File: config.mk
export PLATFORM = sky130hd
export DESIGN_NAME = printable_string_scanner_core
export DESIGN_NICKNAME = d
export VERILOG_FILES = /design/src/pss_pkg.sv /design/src/pss_fifo.sv /design/src/pss_front.sv /design/src/pss_back.sv /design/src/printable_string_scanner_core.sv
export VERILOG_INCLUDE_DIRS = /design/src /design/src/src
export SDC_FILE = /design/constraint.sdc
export NUM_CORES = 1
export LEC_CHECK = 0
export BUFFER_PORTS_ARGS = -buffer_cell sky130_fd_sc_hd__buf_2
export CAP_MARGIN = 30
export CORE_MARGIN = 1
export CORE_UTILIZATION = 55
export CTS_CLUSTER_DIAMETER = 200
export DETAILED_ROUTE_END_ITERATION = 10
export PLACE_DENSITY = 0.72
export SLEW_MARGIN = 20
export SYNTH_ARGS = -nofsm -noshare
export SYNTH_HDL_FRONTEND = slang
export SYNTH_SLANG_ARGS = --single-unit
File: constraint.sdc
create_clock -name i_clk -period 7.44 [get_ports i_clk]
set_input_delay 1.488 -clock i_clk [delete_from_list [all_inputs] [get_ports i_clk]]
set_output_delay 1.488 -clock i_clk [all_outputs]
set_load 0.01 [all_outputs]
File: src/printable_string_scanner_core_defines.svh
// ----------------------------------------------------------------------------
// Assertion macros for the printable string scanner
// Shared property wrappers, clocked on i_clk, idle while reset is asserted.
// ----------------------------------------------------------------------------
`ifndef PRINTABLE_STRING_SCANNER_CORE_DEFINES_SVH
`define PRINTABLE_STRING_SCANNER_CORE_DEFINES_SVH

// same-cycle implication
`define PSS_ASSERT_IMPL(lbl, ante, cons, msg) \
    lbl: assert property (@(posedge i_clk) disable iff (!i_rst_n) (ante) |-> (cons)) \
        else $error(msg);

// next-cycle implication
`define PSS_ASSERT_NEXT(lbl, ante, cons, msg) \
    lbl: assert property (@(posedge i_clk) disable iff (!i_rst_n) (ante) |=> (cons)) \
        else $error(msg);

`endif

File: src/pss_pkg.sv
// ----------------------------------------------------------------------------
// pss_pkg
// Types and constants shared by the printable string scanner modules.
// ----------------------------------------------------------------------------
`timescale 1ns / 1ps

package pss_pkg;

    localparam logic [7:0] CHAR_NUL   = 8'd0;
    localparam logic [7:0] CHAR_TAB   = 8'd9;
    localparam logic [7:0] CHAR_LF    = 8'd10;
    localparam logic [7:0] CHAR_CR    = 8'd13;
    localparam logic [7:0] CHAR_SPACE = 8'd32;
    localparam logic [7:0] CHAR_TILDE = 8'd126;

    localparam int unsigned LEN_W = 11;

    localparam logic [LEN_W-1:0] MIN_LENGTH_RST = 11'd4;
    localparam logic [LEN_W-1:0] MAX_LENGTH_RST = 11'd1024;

    typedef enum logic [1:0] {
        CFG_MIN_LENGTH   = 2'd0,
        CFG_MAX_LENGTH   = 2'd1,
        CFG_FILE_BASE    = 2'd2,
        CFG_VIRTUAL_BASE = 2'd3
    } t_cfg_index;

    typedef struct packed {
        logic [LEN_W-1:0] min_length;
        logic [LEN_W-1:0] max_length;
        logic [31:0]      file_base;
        logic [31:0]      virtual_base;
    } t_cfg;

    typedef struct packed {
        logic [7:0] data_byte;
        logic       excluded;
        logic       section_first;
    } t_in_item;

    typedef struct packed {
        logic [31:0]      virtual_address;
        logic [31:0]      file_offset;
        logic [LEN_W-1:0] string_length;
    } t_out_item;

    function automatic logic is_printable(input logic [7:0] c);
        logic r;
        r = (c inside {[CHAR_SPACE:CHAR_TILDE]}) || (c inside {CHAR_TAB, CHAR_LF, CHAR_CR});
        return r;
    endfunction

endpackage

File: src/pss_fifo.sv
// ----------------------------------------------------------------------------
// pss_fifo
// Small register-based queue, push/full on the write side, pop/empty on read.
// ----------------------------------------------------------------------------
`timescale 1ns / 1ps

module pss_fifo #(
    parameter int W     = 8,
    parameter int DEPTH = 4
) (
    input  logic         i_clk,
    input  logic         i_rst_n,
    input  logic         i_push,
    input  logic [W-1:0] i_data,
    output logic         o_full,
    input  logic         i_pop,
    output logic [W-1:0] o_data,
    output logic         o_empty
);

    localparam int PW = (DEPTH > 1) ? $clog2(DEPTH) : 1;
    localparam int CW = $clog2(DEPTH + 1);

    logic [W-1:0]  r_mem [DEPTH];
    logic [PW-1:0] r_wr_ptr, n_wr_ptr;
    logic [PW-1:0] r_rd_ptr, n_rd_ptr;
    logic [CW-1:0] r_count, n_count;
    logic          do_push, do_pop;

    assign o_full  = (r_count == CW'(DEPTH));
    assign o_empty = (r_count == '0);
    assign do_push = i_push && !o_full;
    assign do_pop  = i_pop && !o_empty;
    assign o_data  = r_mem[r_rd_ptr];

    always_comb begin
        n_wr_ptr = r_wr_ptr;
        n_rd_ptr = r_rd_ptr;
        n_count  = r_count;
        if (do_push) begin
            n_wr_ptr = (r_wr_ptr == PW'(DEPTH - 1)) ? '0 : r_wr_ptr + 1'b1;
        end
        if (do_pop) begin
            n_rd_ptr = (r_rd_ptr == PW'(DEPTH - 1)) ? '0 : r_rd_ptr + 1'b1;
        end
        if (do_push && !do_pop) begin
            n_count = r_count + 1'b1;
        end else if (do_pop && !do_push) begin
            n_count = r_count - 1'b1;
        end
    end

    always_ff @(posedge i_clk) begin
        if (!i_rst_n) begin
            r_wr_ptr <= '0;
            r_rd_ptr <= '0;
            r_count  <= '0;
        end else begin
            r_wr_ptr <= n_wr_ptr;
            r_rd_ptr <= n_rd_ptr;
            r_count  <= n_count;
        end
    end

    always_ff @(posedge i_clk) begin
        if (do_push) begin
            r_mem[r_wr_ptr] <= i_data;
        end
    end

endmodule

File: src/pss_front.sv
// ----------------------------------------------------------------------------
// pss_front
// Per-byte run tracker; emits a candidate record when a NUL ends a run.
// ----------------------------------------------------------------------------
`timescale 1ns / 1ps

module pss_front #(
    parameter int MAX_STRING_LEN = 1024,
    parameter int CAND_W         = 76
) (
    input  logic                 i_clk,
    input  logic                 i_rst_n,
    input  logic                 i_valid,
    input  pss_pkg::t_in_item    i_item,
    output logic                 o_cand_push,
    output logic [CAND_W-1:0]    o_cand_data
);

    import pss_pkg::*;

    localparam int RUN_W = $clog2(MAX_STRING_LEN + 1);

    typedef struct packed {
        logic [31:0]      off;
        logic [RUN_W-1:0] run;
        logic             ex_seen;
        logic [31:0]      last_ex;
    } t_cand;

    logic [31:0]      r_offset, n_offset;
    logic [RUN_W-1:0] r_run, n_run;
    logic             r_ex_seen, n_ex_seen;
    logic [31:0]      r_last_ex, n_last_ex;

    logic [31:0]      off;
    logic [RUN_W-1:0] run_base;
    logic             seen_base;
    logic [31:0]      last_base;
    t_cand            cand;

    // section start restarts offset and run before this byte is counted
    always_comb begin
        off       = i_item.section_first ? '0 : r_offset;
        run_base  = i_item.section_first ? '0 : r_run;
        seen_base = i_item.section_first ? 1'b0 : r_ex_seen;
        last_base = i_item.section_first ? '0 : r_last_ex;
    end

    always_comb begin
        n_offset    = r_offset;
        n_run       = r_run;
        n_ex_seen   = r_ex_seen;
        n_last_ex   = r_last_ex;
        o_cand_push = 1'b0;
        if (i_valid) begin
            n_offset = off + 32'd1;
            if (i_item.data_byte == CHAR_NUL) begin
                o_cand_push = (run_base != '0);
                n_run       = '0;
                n_ex_seen   = 1'b0;
                n_last_ex   = '0;
            end else if (is_printable(i_item.data_byte)) begin
                n_run     = (run_base < RUN_W'(MAX_STRING_LEN)) ? run_base + 1'b1 : run_base;
                n_ex_seen = seen_base;
                n_last_ex = last_base;
                if (i_item.excluded) begin
                    n_ex_seen = 1'b1;
                    n_last_ex = off;
                end
            end else begin
                n_run     = '0;
                n_ex_seen = 1'b0;
                n_last_ex = '0;
            end
        end
    end

    always_comb begin
        cand.off     = off;
        cand.run     = run_base;
        cand.ex_seen = seen_base;
        cand.last_ex = last_base;
        o_cand_data  = CAND_W'(cand);
    end

    always_ff @(posedge i_clk) begin
        if (!i_rst_n) begin
            r_offset  <= '0;
            r_run     <= '0;
            r_ex_seen <= 1'b0;
            r_last_ex <= '0;
        end else begin
            r_offset  <= n_offset;
            r_run     <= n_run;
            r_ex_seen <= n_ex_seen;
            r_last_ex <= n_last_ex;
        end
    end

endmodule

File: src/pss_back.sv
// ----------------------------------------------------------------------------
// pss_back
// Candidate evaluation: length clamp, exclusion check, address formation.
// ----------------------------------------------------------------------------
`timescale 1ns / 1ps

module pss_back #(
    parameter int MAX_STRING_LEN = 1024,
    parameter int CAND_W         = 76
) (
    input  logic                 i_clk,
    input  logic                 i_rst_n,
    input  pss_pkg::t_cfg        i_cfg,
    input  logic                 i_cand_empty,
    input  logic [CAND_W-1:0]    i_cand_data,
    output logic                 o_cand_pop,
    input  logic                 i_out_full,
    output logic                 o_out_push,
    output pss_pkg::t_out_item   o_out_data
);

    import pss_pkg::*;

    localparam int RUN_W = $clog2(MAX_STRING_LEN + 1);

    typedef struct packed {
        logic [31:0]      off;
        logic [RUN_W-1:0] run;
        logic             ex_seen;
        logic [31:0]      last_ex;
    } t_cand;

    t_cand            cand;
    logic [RUN_W-1:0] lim, len;
    logic [LEN_W-1:0] lo;
    logic [31:0]      ex_gap, start, len32;
    logic             hit, ok, s1_ready;

    logic             r_s1_valid;
    logic             r_s1_ok;
    logic [31:0]      r_s1_start;
    logic [RUN_W-1:0] r_s1_len;

    assign cand = t_cand'(i_cand_data);

    // stage 1: clamp limits, trailing-window length, exclusion window test
    always_comb begin
        if (i_cfg.max_length == '0) begin
            lim = RUN_W'(1);
        end else if (32'(i_cfg.max_length) > 32'(MAX_STRING_LEN)) begin
            lim = RUN_W'(MAX_STRING_LEN);
        end else begin
            lim = RUN_W'(i_cfg.max_length);
        end
        lo     = (i_cfg.min_length == '0) ? LEN_W'(1) : i_cfg.min_length;
        len    = (cand.run < lim) ? cand.run : lim;
        len32  = 32'(len);
        ex_gap = cand.off - cand.last_ex;
        hit    = cand.ex_seen && (ex_gap != '0) && (ex_gap <= len32);
        ok     = (len32 >= 32'(lo)) && !hit;
        start  = cand.off - len32;
    end

    assign s1_ready   = !r_s1_valid || !r_s1_ok || !i_out_full;
    assign o_cand_pop = !i_cand_empty && s1_ready;

    always_ff @(posedge i_clk) begin
        if (!i_rst_n) begin
            r_s1_valid <= 1'b0;
            r_s1_ok    <= 1'b0;
        end else if (s1_ready) begin
            r_s1_valid <= !i_cand_empty;
            r_s1_ok    <= ok;
        end
    end

    always_ff @(posedge i_clk) begin
        if (s1_ready) begin
            r_s1_start <= start;
            r_s1_len   <= len;
        end
    end

    // stage 2: base offsets, straight into the result queue
    assign o_out_push = r_s1_valid && r_s1_ok && !i_out_full;

    always_comb begin
        o_out_data.virtual_address = i_cfg.virtual_base + r_s1_start;
        o_out_data.file_offset     = i_cfg.file_base + r_s1_start;
        o_out_data.string_length   = LEN_W'(32'(r_s1_len));
    end

endmodule

File: src/printable_string_scanner_core.sv
// A NUL transfer's string passes candidate queue, stage-1 register, result queue.
// Throughput: a byte per cycle in while the candidate queue has room, a result per
// cycle out; a 4-entry candidate and 2-entry result queue decouple front and back.
// Reset: synchronous, active low; clears offset, run state and both queues, and
// loads min_length 4, max_length 1024, bases 0. No clearing pass is needed.
// ----------------------------------------------------------------------------
// printable_string_scanner_core
// Finds NUL-terminated printable runs in a section byte stream and reports them.
// ----------------------------------------------------------------------------
`timescale 1ns / 1ps
`include "printable_string_scanner_core_defines.svh"

module printable_string_scanner_core #(
    parameter int MAX_STRING_LEN = 1024
) (
    input  logic                 i_clk,
    input  logic                 i_rst_n,
    // byte input queue side
    input  logic                 push,
    output logic                 full,
    input  pss_pkg::t_in_item    i_in_item,
    // result queue side
    output logic                 empty,
    input  logic                 pop,
    output pss_pkg::t_out_item   o_out_item,
    // configuration write channel
    input  logic                 i_cfg_valid,
    output logic                 o_cfg_ready,
    input  pss_pkg::t_cfg_index  i_cfg_index,
    input  logic [31:0]          i_cfg_data
);

    import pss_pkg::*;

    localparam int  RUN_W    = $clog2(MAX_STRING_LEN + 1);
    // candidate record: offset, run length, exclusion flag, last excluded offset
    localparam int  CAND_W   = 65 + RUN_W;
    localparam int  CQ_DEPTH = 4;
    localparam int  OQ_DEPTH = 2;
    // reported lengths survive the 11-bit mask only if the limit fits
    localparam bit  LEN_FITS = (MAX_STRING_LEN < 2048);

    t_cfg               r_cfg;
    logic               in_xfer;

    logic               cand_push, cand_pop, cand_full, cand_empty;
    logic [CAND_W-1:0]  cand_wdata, cand_rdata;

    logic               out_push, out_full;
    t_out_item          out_wdata;
    logic [$bits(t_out_item)-1:0] out_rdata;

    // ------------------------------------------------------------------
    // Configuration registers. Always ready; each write is registered and takes effect the next cycle.
    // ------------------------------------------------------------------
    assign o_cfg_ready = 1'b1;

    always_ff @(posedge i_clk) begin
        if (!i_rst_n) begin
            r_cfg.min_length   <= MIN_LENGTH_RST;
            r_cfg.max_length   <= MAX_LENGTH_RST;
            r_cfg.file_base    <= '0;
            r_cfg.virtual_base <= '0;
        end else if (i_cfg_valid && o_cfg_ready) begin
            case (i_cfg_index)
                CFG_MIN_LENGTH:   r_cfg.min_length   <= i_cfg_data[LEN_W-1:0];
                CFG_MAX_LENGTH:   r_cfg.max_length   <= i_cfg_data[LEN_W-1:0];
                CFG_FILE_BASE:    r_cfg.file_base    <= i_cfg_data;
                CFG_VIRTUAL_BASE: r_cfg.virtual_base <= i_cfg_data;
                default: begin
                end
            endcase
        end
    end

    // ------------------------------------------------------------------
    // Front: byte tracker. Input stalls only when the candidate queue is
    // full, so a byte is taken every cycle while the back keeps up.
    // ------------------------------------------------------------------
    assign full    = cand_full;
    assign in_xfer = push && !full;

    pss_front #(
        .MAX_STRING_LEN (MAX_STRING_LEN),
        .CAND_W         (CAND_W)
    ) u_front (
        .i_clk       (i_clk),
        .i_rst_n     (i_rst_n),
        .i_valid     (in_xfer),
        .i_item      (i_in_item),
        .o_cand_push (cand_push),
        .o_cand_data (cand_wdata)
    );

    // candidate queue between tracker and evaluator
    pss_fifo #(
        .W     (CAND_W),
        .DEPTH (CQ_DEPTH)
    ) u_cand_q (
        .i_clk   (i_clk),
        .i_rst_n (i_rst_n),
        .i_push  (cand_push),
        .i_data  (cand_wdata),
        .o_full  (cand_full),
        .i_pop   (cand_pop),
        .o_data  (cand_rdata),
        .o_empty (cand_empty)
    );

    // ------------------------------------------------------------------
    // Back: clamp, exclusion test, address add; drops rejected candidates.
    // ------------------------------------------------------------------
    pss_back #(
        .MAX_STRING_LEN (MAX_STRING_LEN),
        .CAND_W         (CAND_W)
    ) u_back (
        .i_clk        (i_clk),
        .i_rst_n      (i_rst_n),
        .i_cfg        (r_cfg),
        .i_cand_empty (cand_empty),
        .i_cand_data  (cand_rdata),
        .o_cand_pop   (cand_pop),
        .i_out_full   (out_full),
        .o_out_push   (out_push),
        .o_out_data   (out_wdata)
    );

    // result queue; its head drives the result ports
    pss_fifo #(
        .W     ($bits(t_out_item)),
        .DEPTH (OQ_DEPTH)
    ) u_out_q (
        .i_clk   (i_clk),
        .i_rst_n (i_rst_n),
        .i_push  (out_push),
        .i_data  (out_wdata),
        .o_full  (out_full),
        .i_pop   (pop),
        .o_data  (out_rdata),
        .o_empty (empty)
    );

    assign o_out_item = t_out_item'(out_rdata);

    // ------------------------------------------------------------------
    // Assertions
    // ------------------------------------------------------------------
    `PSS_ASSERT_IMPL(a_cand_needs_xfer, cand_push, in_xfer, "candidate without transfer")
    `PSS_ASSERT_IMPL(a_first_no_cand, in_xfer && i_in_item.section_first, !cand_push, "cand at start")
    `PSS_ASSERT_IMPL(a_len_nonzero, !empty && LEN_FITS, o_out_item.string_length != '0, "zero length")
    `PSS_ASSERT_NEXT(a_cand_lands, cand_push && cand_empty, !cand_empty, "candidate lost in queue")

endmodule
==> impl_metrics.py <==
metrics = {
    "synthesis": {
        "synth.distinct_cells": 93,
        "ys_ff_latch": 675,
        "synthesis.area_um2": 32300,
        "yosys-top-cells-area": "edfxtp_1, dfxtp_1, ha_1",
        "synthTopCellsByCount": "edfxtp_1, nand2_1, dfxtp_1",
        "synth_top_flop_cell": "edfxtp_1",
        "synth_top_area_cell": "edfxtp_1",
        "async_flop_share": 0,
        "synth_cells": 2556,
        "syn_avg_cell_area_um2": 12.6,
        "postSynthNetCount": 2753,
        "synth_top_cell_area_share": 0.462,
        "yosysMostFrequentCell": "edfxtp_1",
        "seq_area_frac_synth": 0.572,
        "synth-edff-count": 497,
        "yosysWarnings": 0,
    },
    "grt": {
        "antenna_found_initial": 0,
        "grtUsageTotal": 0.237,
        "busiest_layer": "met2",
        "grt_pass1_wl_um": 111000,
        "grt_util_met2": 0.390,
        "grt_max_degree": 92,
        "use_met1": 0.317,
        "grt_remaining_overflow": 0,
        "grt_pass1_vias": 20700,
        "grt_util_met3": 0.0348,
    },
    "clocking": {
        "insertion_delay_ns": 0.61,
        "cts_resized": 0,
        "cts.htree.levels": 3,
        "cts.sinks": 675,
        "post_cts_buffers": 0,
        "clockBufferDepth": 3,
        "root_buffer": "clkbuf_16",
        "hold_buffers": 0,
        "clkSlewWorstSetupHoldPaths_ns": 0.06,
        "cts_tree": "done",
        "cts_buffers": 70,
    },
    "placement": {
        "dp_hpwl_um": 49100,
        "dpl-instance-area_um2": 33800,
        "place_congestion": 0.935,
        "portBuffers": 125,
        "post-place-ws_ns": 1.67,
    },
    "worst_setup_path": {
        "crit_type": "reg -> reg",
        "endpoint_kind": "flop",
        "path_max_fanout": 42,
        "crit_chain": "buf_4 -> mux4_2 -> ha_1 -> a2111oi_0 -> a21oi_1 -> a31oi_1 -> xnor2_1 -> ha_1 -> nand3_1 -> or3_1 -> o21ai_0 -> or4b_1 -> nor4_1 -> a31oi_1",
        "startpoint_type": "flop",
        "critPathSlowestCell": "dfxtp_2",
        "critical_path_required_ns": 7.90,
        "critical-path-top-delay-family": "compound AO/OA/AOI/OAI gates",
        "cpPeakStageDelay_ns": 0.96,
        "path_buf_inv": 1,
        "arrival_ns": 6.38,
    },
    "layout": {
        "drive_gt1_frac": 0.164,
        "diodes": 0,
        "nets": 2883,
        "area_growth_pct": 12.0,
        "postLayoutCellArea_um2": 36200,
    },
    "sta": {
        "report.final.slew_viol_count": 0,
        "hold_viol_final": 0,
        "min_period_over_period": 0.796,
        "timing.fmax_mhz": 169,
        "maxSlewHeadroom": 0.341,
        "finalSetupViolations": 0,
        "rsz0062_at_grt": "false",
        "tns_ns": 0,
        "period_minus_slack_ns": 5.92,
        "setup_slack_ns": 1.52,
        "worst_pin_slew_ns": 0.980,
        "finClkSkew_ns": 0.0300,
    },
    "status": {
        "status": "finished clean",
    },
    "pwr": {
        "ir_drop_v": 0.000221,
        "powerDensity_nw_per_um2": 370,
        "power.total_w": 0.0134,
        "p_leak_nw": 13.1,
    },
    "worst_hold_path": {
        "min_path_type": "reg -> reg",
    },
    "detailed_routing": {
        "final_antenna_net_count": 0,
        "routed_via_density": 5.90,
        "drc": 0,
        "drtIter0Drc": 1476,
        "wl_per_cell_um": 20.3,
        "wirelength_um": 71200,
        "dr_total_vias": 20700,
        "dr.pass1.iters": 5,
    },
    "floorplan": {
        "initial_core_util": 0.558,
        "dieArea_um2": 59800,
        "die_h_um": 244,
        "row_count": 88,
        "core_um2": 57900,
        "dieWidth_um": 244,
        "ios": 127,
    },
    "flow_run": {
        "maxCapViolCount": 0,
    },
}
## power breakdown
| part | total (W) | switching, W | leakage [nW] | internal, W |
|---|---|---|---|---|
| Clock | 0.00353 | 0.00142 | 1.15 | 0.00210 |
| Combinational | 0.00515 | 0.00295 | 6.08 | 0.00220 |
| Sequential | 0.00473 | 0.000260 | 5.86 | 0.00447 |
## metal layers
metal | up-vias | wire length [um]
met3 | 137 | 3650
met4 | 0 | 2140
met5 | - | 0
li1 | 9723 | -
met1 | 10200 | 31400
met2 | 639 | 34100
## logic make-up after synthesis
logic type                 after synthesis  synth area share
AOI/OAI and AO/OA                      472             0.101
xor gates and xnor gates               135            0.0366
adders and majority gates              150            0.0591
buffers and inverters                  203            0.0248
DFF                                    675             0.572
muxes                                  181            0.0884
other                                    1          0.000116
and+or+nand+nor                        739             0.118
## through the flow
step                instances  utilization  hold WS (ns)
global placement         3372        0.582         0.430
detailed placement       3377        0.584         0.445
floorplan                2556            -         0.421
finish                   3509        0.625         0.455
CTS                      3507        0.624         0.458
global route             3509        0.625         0.472
## layout make-up
class,count,area [um^2]
multi-input cells,1678,13100
repair buffers,148,886
inverters,113,424
fillers,4360,21700
clock buffers,98,2000
well taps,765,957
flip-flops and latches,675,18500
clock inverters,32,347
## layout by cell type, fill, tap and decap left out, types with 41 or more instances in the layout
cell type / instances
a21boi_0: 78
dfxtp_1: 175
mux4_2: 76
and2_1: 41
inv_1: 113
nor2b_1: 161
ha_1: 143
nor2_1: 102
xor2_1: 47
nand2_1: 234
edfxtp_1: 497
nand3_1: 45
a21o_1: 54
buf_2: 124
a22oi_1: 43
a21oi_1: 88
clkbuf_16: 74
xnor2_1: 88
mux2_2: 76
o21ai_0: 73
## flip-flops by register name, summed over array words and instances, names as in the netlist, named ones only
register and flops:
u_cand_q.r_mem 304, u_out_q.r_mem 150, r_cfg 86, u_back.r_s1_start 32, u_front.r_last_ex 32, u_front.r_offset 32
u_back.r_s1_len 11, u_front.r_run 11, u_cand_q.r_count 3, u_cand_q.r_rd_ptr 2, u_cand_q.r_wr_ptr 2, u_out_q.r_count 2
u_back.r_s1_ok 1, u_back.r_s1_valid 1, u_front.r_ex_seen 1, u_out_q.r_rd_ptr 1, u_out_q.r_wr_ptr 1
## worst paths after layout
check                           cells past startpoint                    startpoint                             to  slack, ns
worst max-delay path                               14                          flop    u_back.r_s1_ok$_SDFFE_PN0N_       1.52
worst min-delay path                                0  u_back.r_s1_len[8]$_DFFE_PN_  u_out_q.r_mem[1][8]$_DFFE_PP_       0.45
worst max register to register                     14                          flop    u_back.r_s1_ok$_SDFFE_PN0N_       1.52
worst min register to register                      0  u_back.r_s1_len[8]$_DFFE_PN_  u_out_q.r_mem[1][8]$_DFFE_PP_       0.45
Note: power is estimated with default switching activity, not from simulation.
